**src/hw/rtl/tes_pkg.sv**
```systemverilog
// ----------------------------------------------------------------------------
// tes_pkg: shared types and constants of the timestamped event scheduler
// Sizes of the event store and the command/status bundles between control
// and datapath.
// ----------------------------------------------------------------------------
package tes_pkg;

	localparam int CAPACITY  = 32;
	localparam int IDX_W     = $clog2(CAPACITY);
	localparam int CNT_W     = $clog2(CAPACITY + 1);
	localparam int TIME_W    = 48;
	localparam int PAY_W     = 24;
	localparam int OFF_W     = 13;
	localparam int LEN_W     = 14;
	localparam int MAX_WINDOW = 8192;

	localparam logic KIND_SCHEDULE = 1'b0;
	localparam logic KIND_COLLECT  = 1'b1;

	typedef enum logic [2:0] {
		ST_IDLE,
		ST_FIND,
		ST_SHIFT,
		ST_PUT,
		ST_SCAN,
		ST_DONE
	} state_t;

	typedef struct packed {
		logic load;       // capture input item
		logic find_step;  // issue memory read of the entry below pos
		logic shift_step; // move that entry up one slot
		logic put;        // write new event, bump count
		logic scan_read;  // issue memory read at scan index
		logic scan_eval;  // evaluate read data, keep or emit
		logic done_fin;   // finish collect: commit count
	} cmd_t;

	typedef struct packed {
		logic kind;
		logic full;
		logic find_done;  // insertion slot is at the bottom
		logic shift_done; // entry below is not later than the new one
		logic scan_done;
		logic hit;        // evaluated entry lies in the window
		logic any_hit;    // a hit is held for output
	} sts_t;

endpackage

```
**src/hw/rtl/timestamped_event_scheduler.sv**
```systemverilog
// ----------------------------------------------------------------------------
// timestamped_event_scheduler: sorted store of timestamped events
// Schedule items insert an event in time order; collect items remove and
// return every event in a sample window, in time order, with its offset.
//
// Input channel: kind, payload, timestamp, window_start, window_length with
// in_valid/in_ready. One item is worked at a time; in_ready is high only
// when the sequencer is idle and the output register is not stalled.
// Output channel: has_event, event_payload, event_offset, accepted, last
// with out_valid/out_ready, from a single output register.
// Schedule: each stored entry later than the new timestamp is read, then
// moved up one slot (one memory port); then the new event is written and
// the result loaded. A full store skips the walk and loads the result.
// Collect: each stored entry is read, then kept in the store or emitted. Each
// hit is held until the next hit or the end of the scan, so the final event
// carries last; a collect that finds nothing gives one empty result.
// The next input transfer can follow the cycle after the final result loads.
// Reset clears the entry count and the sequencer; store contents are not
// cleared. A stalled receiver holds the scan at the next hit or at the end.
// ----------------------------------------------------------------------------
module timestamped_event_scheduler import tes_pkg::*; (
	input  logic              clk,
	input  logic              arst_n,
	input  logic              in_valid,
	output logic              in_ready,
	input  logic              kind,
	input  logic [PAY_W-1:0]  payload,
	input  logic [TIME_W-1:0] timestamp,
	input  logic [TIME_W-1:0] window_start,
	input  logic [LEN_W-1:0]  window_length,
	output logic              out_valid,
	input  logic              out_ready,
	output logic              has_event,
	output logic [PAY_W-1:0]  event_payload,
	output logic [OFF_W-1:0]  event_offset,
	output logic              accepted,
	output logic              last
);

	cmd_t cmd;
	sts_t sts;
	logic [PAY_W-1:0] res_payload;
	logic [OFF_W-1:0] res_offset;
	logic res_accepted, res_has, res_last, res_load;

	tes_datapath u_dp (
		.clk, .arst_n, .cmd, .sts, .kind, .payload, .timestamp,
		.window_start, .window_length, .res_payload, .res_offset, .res_accepted
	);

	tes_control u_ctl (
		.clk, .arst_n, .in_valid, .in_ready, .out_busy(out_valid && !out_ready),
		.sts, .cmd, .res_has, .res_last, .res_load
	);

	always_ff @(posedge clk or negedge arst_n) begin
		if (!arst_n)
			out_valid <= 1'b0;
		else if (res_load)
			out_valid <= 1'b1;
		else if (out_ready)
			out_valid <= 1'b0;
	end

	always_ff @(posedge clk) begin
		if (res_load) begin
			has_event     <= res_has;
			event_payload <= res_has ? res_payload : '0;
			event_offset  <= res_has ? res_offset : '0;
			accepted      <= res_has ? 1'b0 : res_accepted;
			last          <= res_last;
		end
	end

endmodule

```
**src/hw/rtl/tes_datapath.sv**
```systemverilog
// ----------------------------------------------------------------------------
// tes_datapath: event store and window logic
// Sorted store in two memories, an insertion walker, a compacting scan and
// a hold register for the latest hit.
// ----------------------------------------------------------------------------
module tes_datapath import tes_pkg::*; (
	input  logic              clk,
	input  logic              arst_n,
	input  cmd_t              cmd,
	output sts_t              sts,
	input  logic              kind,
	input  logic [PAY_W-1:0]  payload,
	input  logic [TIME_W-1:0] timestamp,
	input  logic [TIME_W-1:0] window_start,
	input  logic [LEN_W-1:0]  window_length,
	output logic [PAY_W-1:0]  res_payload,
	output logic [OFF_W-1:0]  res_offset,
	output logic              res_accepted
);

	logic [TIME_W-1:0] time_mem [CAPACITY];
	logic [PAY_W-1:0]  pay_mem  [CAPACITY];

	logic              kind_q;
	logic              acc_q;
	logic [PAY_W-1:0]  pay_q;
	logic [TIME_W-1:0] ts_q;
	logic [TIME_W-1:0] wstart_q;
	logic [TIME_W:0]   wend_q;
	logic [CNT_W-1:0]  count_q;
	logic [CNT_W-1:0]  pos_q;   // insertion walker / scan read index
	logic [CNT_W-1:0]  wr_q;    // compaction write index
	logic              any_q;
	logic [TIME_W-1:0] rd_time_q;
	logic [PAY_W-1:0]  rd_pay_q;
	logic [PAY_W-1:0]  hold_pay_q;
	logic [OFF_W-1:0]  hold_offset_q;
	logic              hit;
	logic [LEN_W-1:0]  len_sat;
	logic [IDX_W-1:0]  rd_addr;
	logic [IDX_W-1:0]  wr_addr;
	logic              we;
	logic [TIME_W-1:0] wr_time;
	logic [PAY_W-1:0]  wr_pay;

	assign len_sat = (window_length > LEN_W'(MAX_WINDOW)) ? LEN_W'(MAX_WINDOW) :
		window_length;

	// read address: insertion looks at pos-1; scan reads pos
	always_comb begin
		if (cmd.scan_read)
			rd_addr = pos_q[IDX_W-1:0];
		else
			rd_addr = IDX_W'(pos_q - CNT_W'(1));
	end

	// read data stays put until the next read, so a stalled scan keeps it
	always_ff @(posedge clk) begin
		if (cmd.find_step || cmd.scan_read) begin
			rd_time_q <= time_mem[rd_addr];
			rd_pay_q  <= pay_mem[rd_addr];
		end
	end

	assign hit = (rd_time_q >= wstart_q) && ({1'b0, rd_time_q} < wend_q);

	always_comb begin
		we      = 1'b0;
		wr_addr = pos_q[IDX_W-1:0];
		wr_time = rd_time_q;
		wr_pay  = rd_pay_q;
		if (cmd.shift_step) begin
			we = 1'b1;
		end else if (cmd.put) begin
			we      = 1'b1;
			wr_time = ts_q;
			wr_pay  = pay_q;
		end else if (cmd.scan_eval && !hit) begin
			we      = 1'b1;
			wr_addr = wr_q[IDX_W-1:0];
		end
	end

	always_ff @(posedge clk) begin
		if (we) begin
			time_mem[wr_addr] <= wr_time;
			pay_mem[wr_addr]  <= wr_pay;
		end
	end

	always_ff @(posedge clk) begin
		if (cmd.load) begin
			kind_q   <= kind;
			acc_q    <= (kind == KIND_SCHEDULE) && (count_q != CNT_W'(CAPACITY));
			pay_q    <= payload;
			ts_q     <= timestamp;
			wstart_q <= window_start;
			wend_q   <= {1'b0, window_start} + (TIME_W+1)'(len_sat);
		end
	end

	always_ff @(posedge clk or negedge arst_n) begin
		if (!arst_n) begin
			count_q <= '0;
			pos_q   <= '0;
			wr_q    <= '0;
			any_q   <= 1'b0;
		end else begin
			if (cmd.load) begin
				pos_q <= (kind == KIND_SCHEDULE) ? count_q : '0;
				wr_q  <= '0;
				any_q <= 1'b0;
			end
			if (cmd.shift_step)
				pos_q <= pos_q - CNT_W'(1);
			if (cmd.put)
				count_q <= count_q + CNT_W'(1);
			if (cmd.scan_read)
				pos_q <= pos_q + CNT_W'(1);
			if (cmd.scan_eval) begin
				if (hit)
					any_q <= 1'b1;
				else
					wr_q <= wr_q + CNT_W'(1);
			end
			if (cmd.done_fin)
				count_q <= wr_q;
		end
	end

	// latest hit waits here until the next hit or the end of the scan
	always_ff @(posedge clk) begin
		if (cmd.scan_eval && hit) begin
			hold_pay_q    <= rd_pay_q;
			hold_offset_q <= OFF_W'(rd_time_q - wstart_q);
		end
	end

	assign res_payload  = hold_pay_q;
	assign res_offset   = hold_offset_q;
	assign res_accepted = acc_q;

	assign sts.kind       = kind_q;
	assign sts.full       = (count_q == CNT_W'(CAPACITY));
	assign sts.find_done  = (pos_q == '0);
	assign sts.shift_done = !(rd_time_q > ts_q);
	assign sts.scan_done  = (pos_q == count_q);
	assign sts.hit        = hit;
	assign sts.any_hit    = any_q;

	assert property (@(posedge clk) disable iff (!arst_n)
		count_q <= CNT_W'(CAPACITY)) else $error("count beyond capacity");
	assert property (@(posedge clk) disable iff (!arst_n)
		wr_q <= pos_q || kind_q == KIND_SCHEDULE) else $error("compaction ahead of scan");
	assert property (@(posedge clk) disable iff (!arst_n)
		cmd.put |=> count_q == $past(count_q) + CNT_W'(1)) else $error("put lost");

endmodule

```
**src/hw/rtl/tes_control.sv**
```systemverilog
// ----------------------------------------------------------------------------
// tes_control: sequencer of the timestamped event scheduler
// Walks the schedule and collect sequences and drives the output register.
// ----------------------------------------------------------------------------
module tes_control import tes_pkg::*; (
	input  logic   clk,
	input  logic   arst_n,
	input  logic   in_valid,
	output logic   in_ready,
	input  logic   out_busy,    // output register still holds a result
	input  sts_t   sts,
	output cmd_t   cmd,
	output logic   res_has,
	output logic   res_last,
	output logic   res_load
);

	state_t state_q, state_d;
	logic   pend_q; // scan read data waiting for evaluation
	logic   emit_blocked;

	always_ff @(posedge clk or negedge arst_n) begin
		if (!arst_n) begin
			state_q <= ST_IDLE;
			pend_q  <= 1'b0;
		end else begin
			state_q <= state_d;
			pend_q  <= cmd.scan_read || (pend_q && !cmd.scan_eval);
		end
	end

	// a new hit must push the held one out first
	assign emit_blocked = sts.hit && sts.any_hit && out_busy;

	always_comb begin
		state_d = state_q;
		case (state_q)
			ST_IDLE: begin
				if (in_valid && !out_busy)
					state_d = ST_FIND;
			end
			ST_FIND: begin
				if (sts.kind == KIND_COLLECT)
					state_d = ST_SCAN;
				else if (sts.full)
					state_d = ST_DONE;
				else if (sts.find_done)
					state_d = ST_PUT;
				else
					state_d = ST_SHIFT;
			end
			ST_SHIFT: begin
				state_d = sts.shift_done ? ST_PUT : ST_FIND;
			end
			ST_PUT: state_d = ST_DONE;
			ST_SCAN: begin
				if (!pend_q && sts.scan_done)
					state_d = ST_DONE;
			end
			ST_DONE: begin
				if (!out_busy)
					state_d = ST_IDLE;
			end
			default: state_d = ST_IDLE;
		endcase
	end

	always_comb begin
		cmd       = '0;
		in_ready  = 1'b0;
		res_load  = 1'b0;
		res_has   = 1'b0;
		res_last  = 1'b0;
		case (state_q)
			ST_IDLE: begin
				in_ready = !out_busy;
				cmd.load = in_valid && !out_busy;
			end
			ST_FIND: begin
				cmd.find_step = (sts.kind == KIND_SCHEDULE) && !sts.full &&
					!sts.find_done;
			end
			ST_SHIFT: cmd.shift_step = !sts.shift_done;
			ST_PUT: cmd.put = 1'b1;
			ST_SCAN: begin
				if (pend_q) begin
					if (!emit_blocked) begin
						cmd.scan_eval = 1'b1;
						// another hit follows, so the held one is not last
						if (sts.hit && sts.any_hit) begin
							res_load = 1'b1;
							res_has  = 1'b1;
						end
					end
				end else if (!sts.scan_done) begin
					cmd.scan_read = 1'b1;
				end
			end
			ST_DONE: begin
				if (!out_busy) begin
					res_load     = 1'b1;
					cmd.done_fin = (sts.kind == KIND_COLLECT);
					res_has      = (sts.kind == KIND_COLLECT) && sts.any_hit;
					res_last     = 1'b1;
				end
			end
			default: ;
		endcase
	end

	assert property (@(posedge clk) disable iff (!arst_n)
		in_ready |-> state_q == ST_IDLE) else $error("ready outside idle");
	assert property (@(posedge clk) disable iff (!arst_n)
		cmd.scan_read |=> pend_q) else $error("read data not marked");
	assert property (@(posedge clk) disable iff (!arst_n)
		res_load |-> !out_busy) else $error("output overwritten");

endmodule
```
**config.mk**
```make
export PLATFORM = sky130hd
export DESIGN_NAME = timestamped_event_scheduler
export DESIGN_NICKNAME = d
export VERILOG_FILES = /design/src/hw/rtl/tes_pkg.sv /design/src/hw/rtl/timestamped_event_scheduler.sv /design/src/hw/rtl/tes_datapath.sv /design/src/hw/rtl/tes_control.sv
export SDC_FILE = /design/constraint.sdc
export NUM_CORES = 2
export LEC_CHECK = 0
export BUFFER_PORTS_ARGS = -buffer_cell sky130_fd_sc_hd__buf_2
export CAP_MARGIN = 20
export CORE_ASPECT_RATIO = 1.1
export CORE_UTILIZATION = 55
export DETAILED_ROUTE_END_ITERATION = 8
export PLACE_DENSITY = 0.72
export SETUP_SLACK_MARGIN = 0.5
export SLEW_MARGIN = 20
export SYNTH_ARGS = -nofsm -noshare
export SYNTH_HDL_FRONTEND = slang
export SYNTH_SLANG_ARGS = --single-unit
```
**constraint.sdc**
```tcl
create_clock -name clk -period 11.1 [get_ports clk]
set_clock_uncertainty 0.2 [all_clocks]
set_input_delay 3.33 -clock clk [delete_from_list [all_inputs] [get_ports clk]]
set_output_delay 3.33 -clock clk [all_outputs]
set_load 0.05 [all_outputs]
```
==> flow_summary.toml <==
[status]
status = "finished, final reports clean"

[logic_synthesis]
synth_top_family_by_area = "compound AO/OA/AOI/OAI gates"
syn_area_per_cell_um2 = 14.34
synthesis.area_mm2 = 0.1101
synth_area_leader_cell = "edfxtp_1"
syn_nets = 7981
ys_seq_area_share_pct = 72.14
synthAdderAreaFrac_pct = 1.889
synth_edf_count = 2624
async_flop_share_pct = 0.9063
yosys-mux-area-fraction_pct = 2.662
synth-xor-area-share_pct = 0.6184
synth-compound-area-share_pct = 13.68
synth_common_cells = "edfxtp_1, o22ai_1, nand2_1, o21ai_0, a21oi_1"
synthesis.instances = 7677
synth_top_area_share_pct = 71.59
synthTopCellsByArea = "edfxtp_1, o22ai_1, o221ai_1"
synthSimpleGateAreaFrac_pct = 6.195
yosysUniqueCellTypes = 89
yosysMostFrequentCell = "edfxtp_1"
ys.flop_type = "edfxtp_1"
synth_seq_cells = 2648
ys_warn_count = 0

[final_layout]
nFillCells = 14180
layout-drive-gt1-share_pct = 12.16
ff_latch_area_mm2 = 0.07940
nNetsFinal = 8085
multi_input_area_mm2 = 0.02842
synthToLayoutAreaGrowth_pct = 11.63

[setup_path]
cp_top_family = "simple AND/OR/NAND/NOR gates"
cp_common_cell = "buf_2"
endpoint_kind = "primary output"
r2r_slack_ns = 3.98
cp_cell_sequence = "buf_2, nand2b_1, nand2_1, nor2_1, buf_2"
worst-path-buf-inv = 2
slowest_delay_ns = 0.32
cp_slowest_cell = "buf_2"
cp_max_fo = 4
cp_data_required_time_ns = 7.57
critPathKind = "input port to primary output"
startpoint_type = "input port"
cp.arrival_ns = 4.26

[clock_tree]
cts_buffer_depth = 4
cts_resized = 0
cts_htree_levels = 5
cts-buffers-inserted = 284
cts_tree = "yes"
ctsHoldBuffers = 0
cts_setup_buffers = 0
root_buffer = "clkbuf_16"
clkTransAtPathRegs_ns = 0.06
insertion_delay_ns = 0.95
cts_sinks = 2648

[sta]
worstMarginPinSlew_ns = 1.197
period_needed_ns = 7.789
post-route-period-util_pct = 70.17
rsz0062_at_grt = "no"
tns_ns = 0
fmax_mhz = 128.4
finalHoldViolCount = 0
setup_viol = 0
drv_slew = 0
slew_headroom_pct = 20.22

[worst_hold_path]
hp-class = "register to register"

[power_and_ir_drop]
switchingPower_mw = 18.59
power_density_mw_per_mm2 = 345.7
clkPwrFrac_pct = 20.9
peakVddDrop_uv = 396.9
combPwrFrac_pct = 46.1
p_int_mw = 23.89
p_leak_nw = 40.32
netSwitchingFraction_pct = 43.77
seqPwrFrac_pct = 33.1
finalPower_mw = 42.48

[die]
io_pins = 181
coreArea_mm2 = 0.1981
die_area_mm2 = 0.2019
num_rows = 171
die_y_um = 471.2
die_x_um = 428.5
start_util_pct = 55.55

[global_route]
grt_pass1_vias = 72890
grt_max_degree = 153
grt_overflow_total = 0
grt_pass1_wl_um = 496200
track_usage_pct = 33.84
antenna_found_initial = 14

[placed_design]
place_congestion = 0.9149
port_buffers = 180
dpl.hpwl_um = 187800

[flow_run]
maxCapViolCount = 0

[route]
wire_per_inst_um = 33.21
vias_per_cell = 7.148
routed-via-count = 75510
ant_nets = 0
drt-initial-drc-count = 12310
drc = 0
totalWireLength_um = 350800
first_pass_iters = 8
-- power by group through the flow --
stage / clock [mW] / sequential, mW / combinational, mW
after floorplan: 0 / 14.2 / 11.3
after global placement: 0 / 14.2 / 18.3
after detailed placement: 0 / 14.2 / 18.7
after CTS: 8.87 / 14.0 / 18.8
after global routing: 9.22 / 14.1 / 20.3
final: 8.86 / 14.0 / 19.6
-- routing by layer --
metal	global-route usage (%)	vias to the layer above	wire (um)
met2	52.06	5979	158000
met5	0.1901	-	255
li1	-	30890	-
met3	8.319	1318	46190
met4	20.35	19	24200
met1	43.71	37300	122200
-- path summary, 6_finish.rpt --
path,cells past startpoint,endpoint,startpoint
max,5,in_ready,out_ready
min,0,u_dp.res_payload[15],u_dp.rd_pay_q[15]
max reg2reg,12,u_dp.time_mem[30][31],u_dp.rd_time_q[21]
min reg2reg,0,u_dp.res_payload[15],u_dp.rd_pay_q[15]
max in group asynchronous,1,u_dp.pos_q[1],arst_n
min in group asynchronous,1,u_ctl.state_q[1],arst_n
-- final cells by class --
cell class / instances / share of cell area, %
clock buffer: 345 / 6.083
antenna: 2 / 0.004073
clock inverter: 126 / 0.7760
sequential: 2648 / 64.63
multi-input combinational: 4299 / 23.13
tap: 2595 / 2.643
inverter: 171 / 0.5316
timing repair buffer: 377 / 2.205
-- flip-flops by register name, indices dropped and copies added (netlist names), 3 cells and up --
name              flops
u_dp.res_offset      13
event_payload        24
u_dp.rd_pay_q        24
u_dp.time_mem      1536
u_ctl.state_q         3
u_dp.wend_q          49
u_dp.pay_q           24
u_dp.wr_q             6
event_offset         13
u_dp.ts_q            48
u_dp.pos_q            6
u_dp.rd_time_q       48
u_dp.pay_mem        768
u_dp.count_q          6
u_dp.wstart_q        48
u_dp.res_payload     24
-- through the flow --
| step | cells | util, % | hold slack [ns] | instance area [um^2] | worst slack, ns |
|---|---|---|---|---|---|
| 5_1_grt | 10560 | 62.01 | 0.2578 | 122900 | 3.302 |
| 2_1_floorplan | 7677 | - | 0.2262 | 110100 | 2.202 |
| 3_5_place_dp | 10090 | 57.72 | 0.2403 | 114400 | 3.350 |
| 6_report | 10560 | 62.01 | 0.2580 | 122900 | 3.311 |
| 4_1_cts | 10560 | 61.98 | 0.2553 | 122800 | 3.346 |
| 3_3_place_gp | 10090 | 57.68 | 0.2355 | 114300 | 3.325 |
-- layout by cell type, fill, tap and decap left out, types with 23 or more instances in the layout --
| master | instances |
|---|---|
| edfxtp_1 | 2624 |
| o22ai_1 | 781 |
| nand2_1 | 590 |
| o21ai_0 | 336 |
| a21oi_1 | 332 |
| o221ai_1 | 303 |
| clkbuf_16 | 290 |
| nor2_1 | 244 |
| nand3_1 | 217 |
| buf_2 | 180 |
| buf_4 | 170 |
| mux2i_1 | 169 |
| inv_1 | 168 |
| ha_1 | 162 |
| nor3_1 | 147 |
| mux2_2 | 86 |
| clkinv_1 | 65 |
| nand4_1 | 63 |
| a22oi_1 | 61 |
| xnor2_1 | 55 |
| clkbuf_1 | 54 |
| nor2b_1 | 47 |
| a21o_1 | 42 |
| and2_1 | 41 |
| o21ai_1 | 41 |
| nor2_4 | 36 |
| a211oi_1 | 35 |
| clkinv_2 | 33 |
| o211ai_1 | 33 |
| o21ai_2 | 29 |
| o22a_1 | 26 |
| buf_12 | 26 |
| nor4_1 | 25 |
| o311ai_1 | 24 |
| a2111oi_0 | 23 |
| a32oi_1 | 23 |
-- cell families (layout without fill, tap and decap cells) --
| logic type | count (synthesis) | after routing |
|---|---|---|
| flops | 2648 | 2648 |
| compound gates | 2291 | 2291 |
| simple gates | 1503 | 1503 |
| buf+inv | 730 | 1019 |
| mux | 267 | 267 |
| fa+ha+maj | 165 | 165 |
| xor+xnor | 73 | 73 |
| other cells | 0 | 2 |
(Power assumes the default switching activity.)
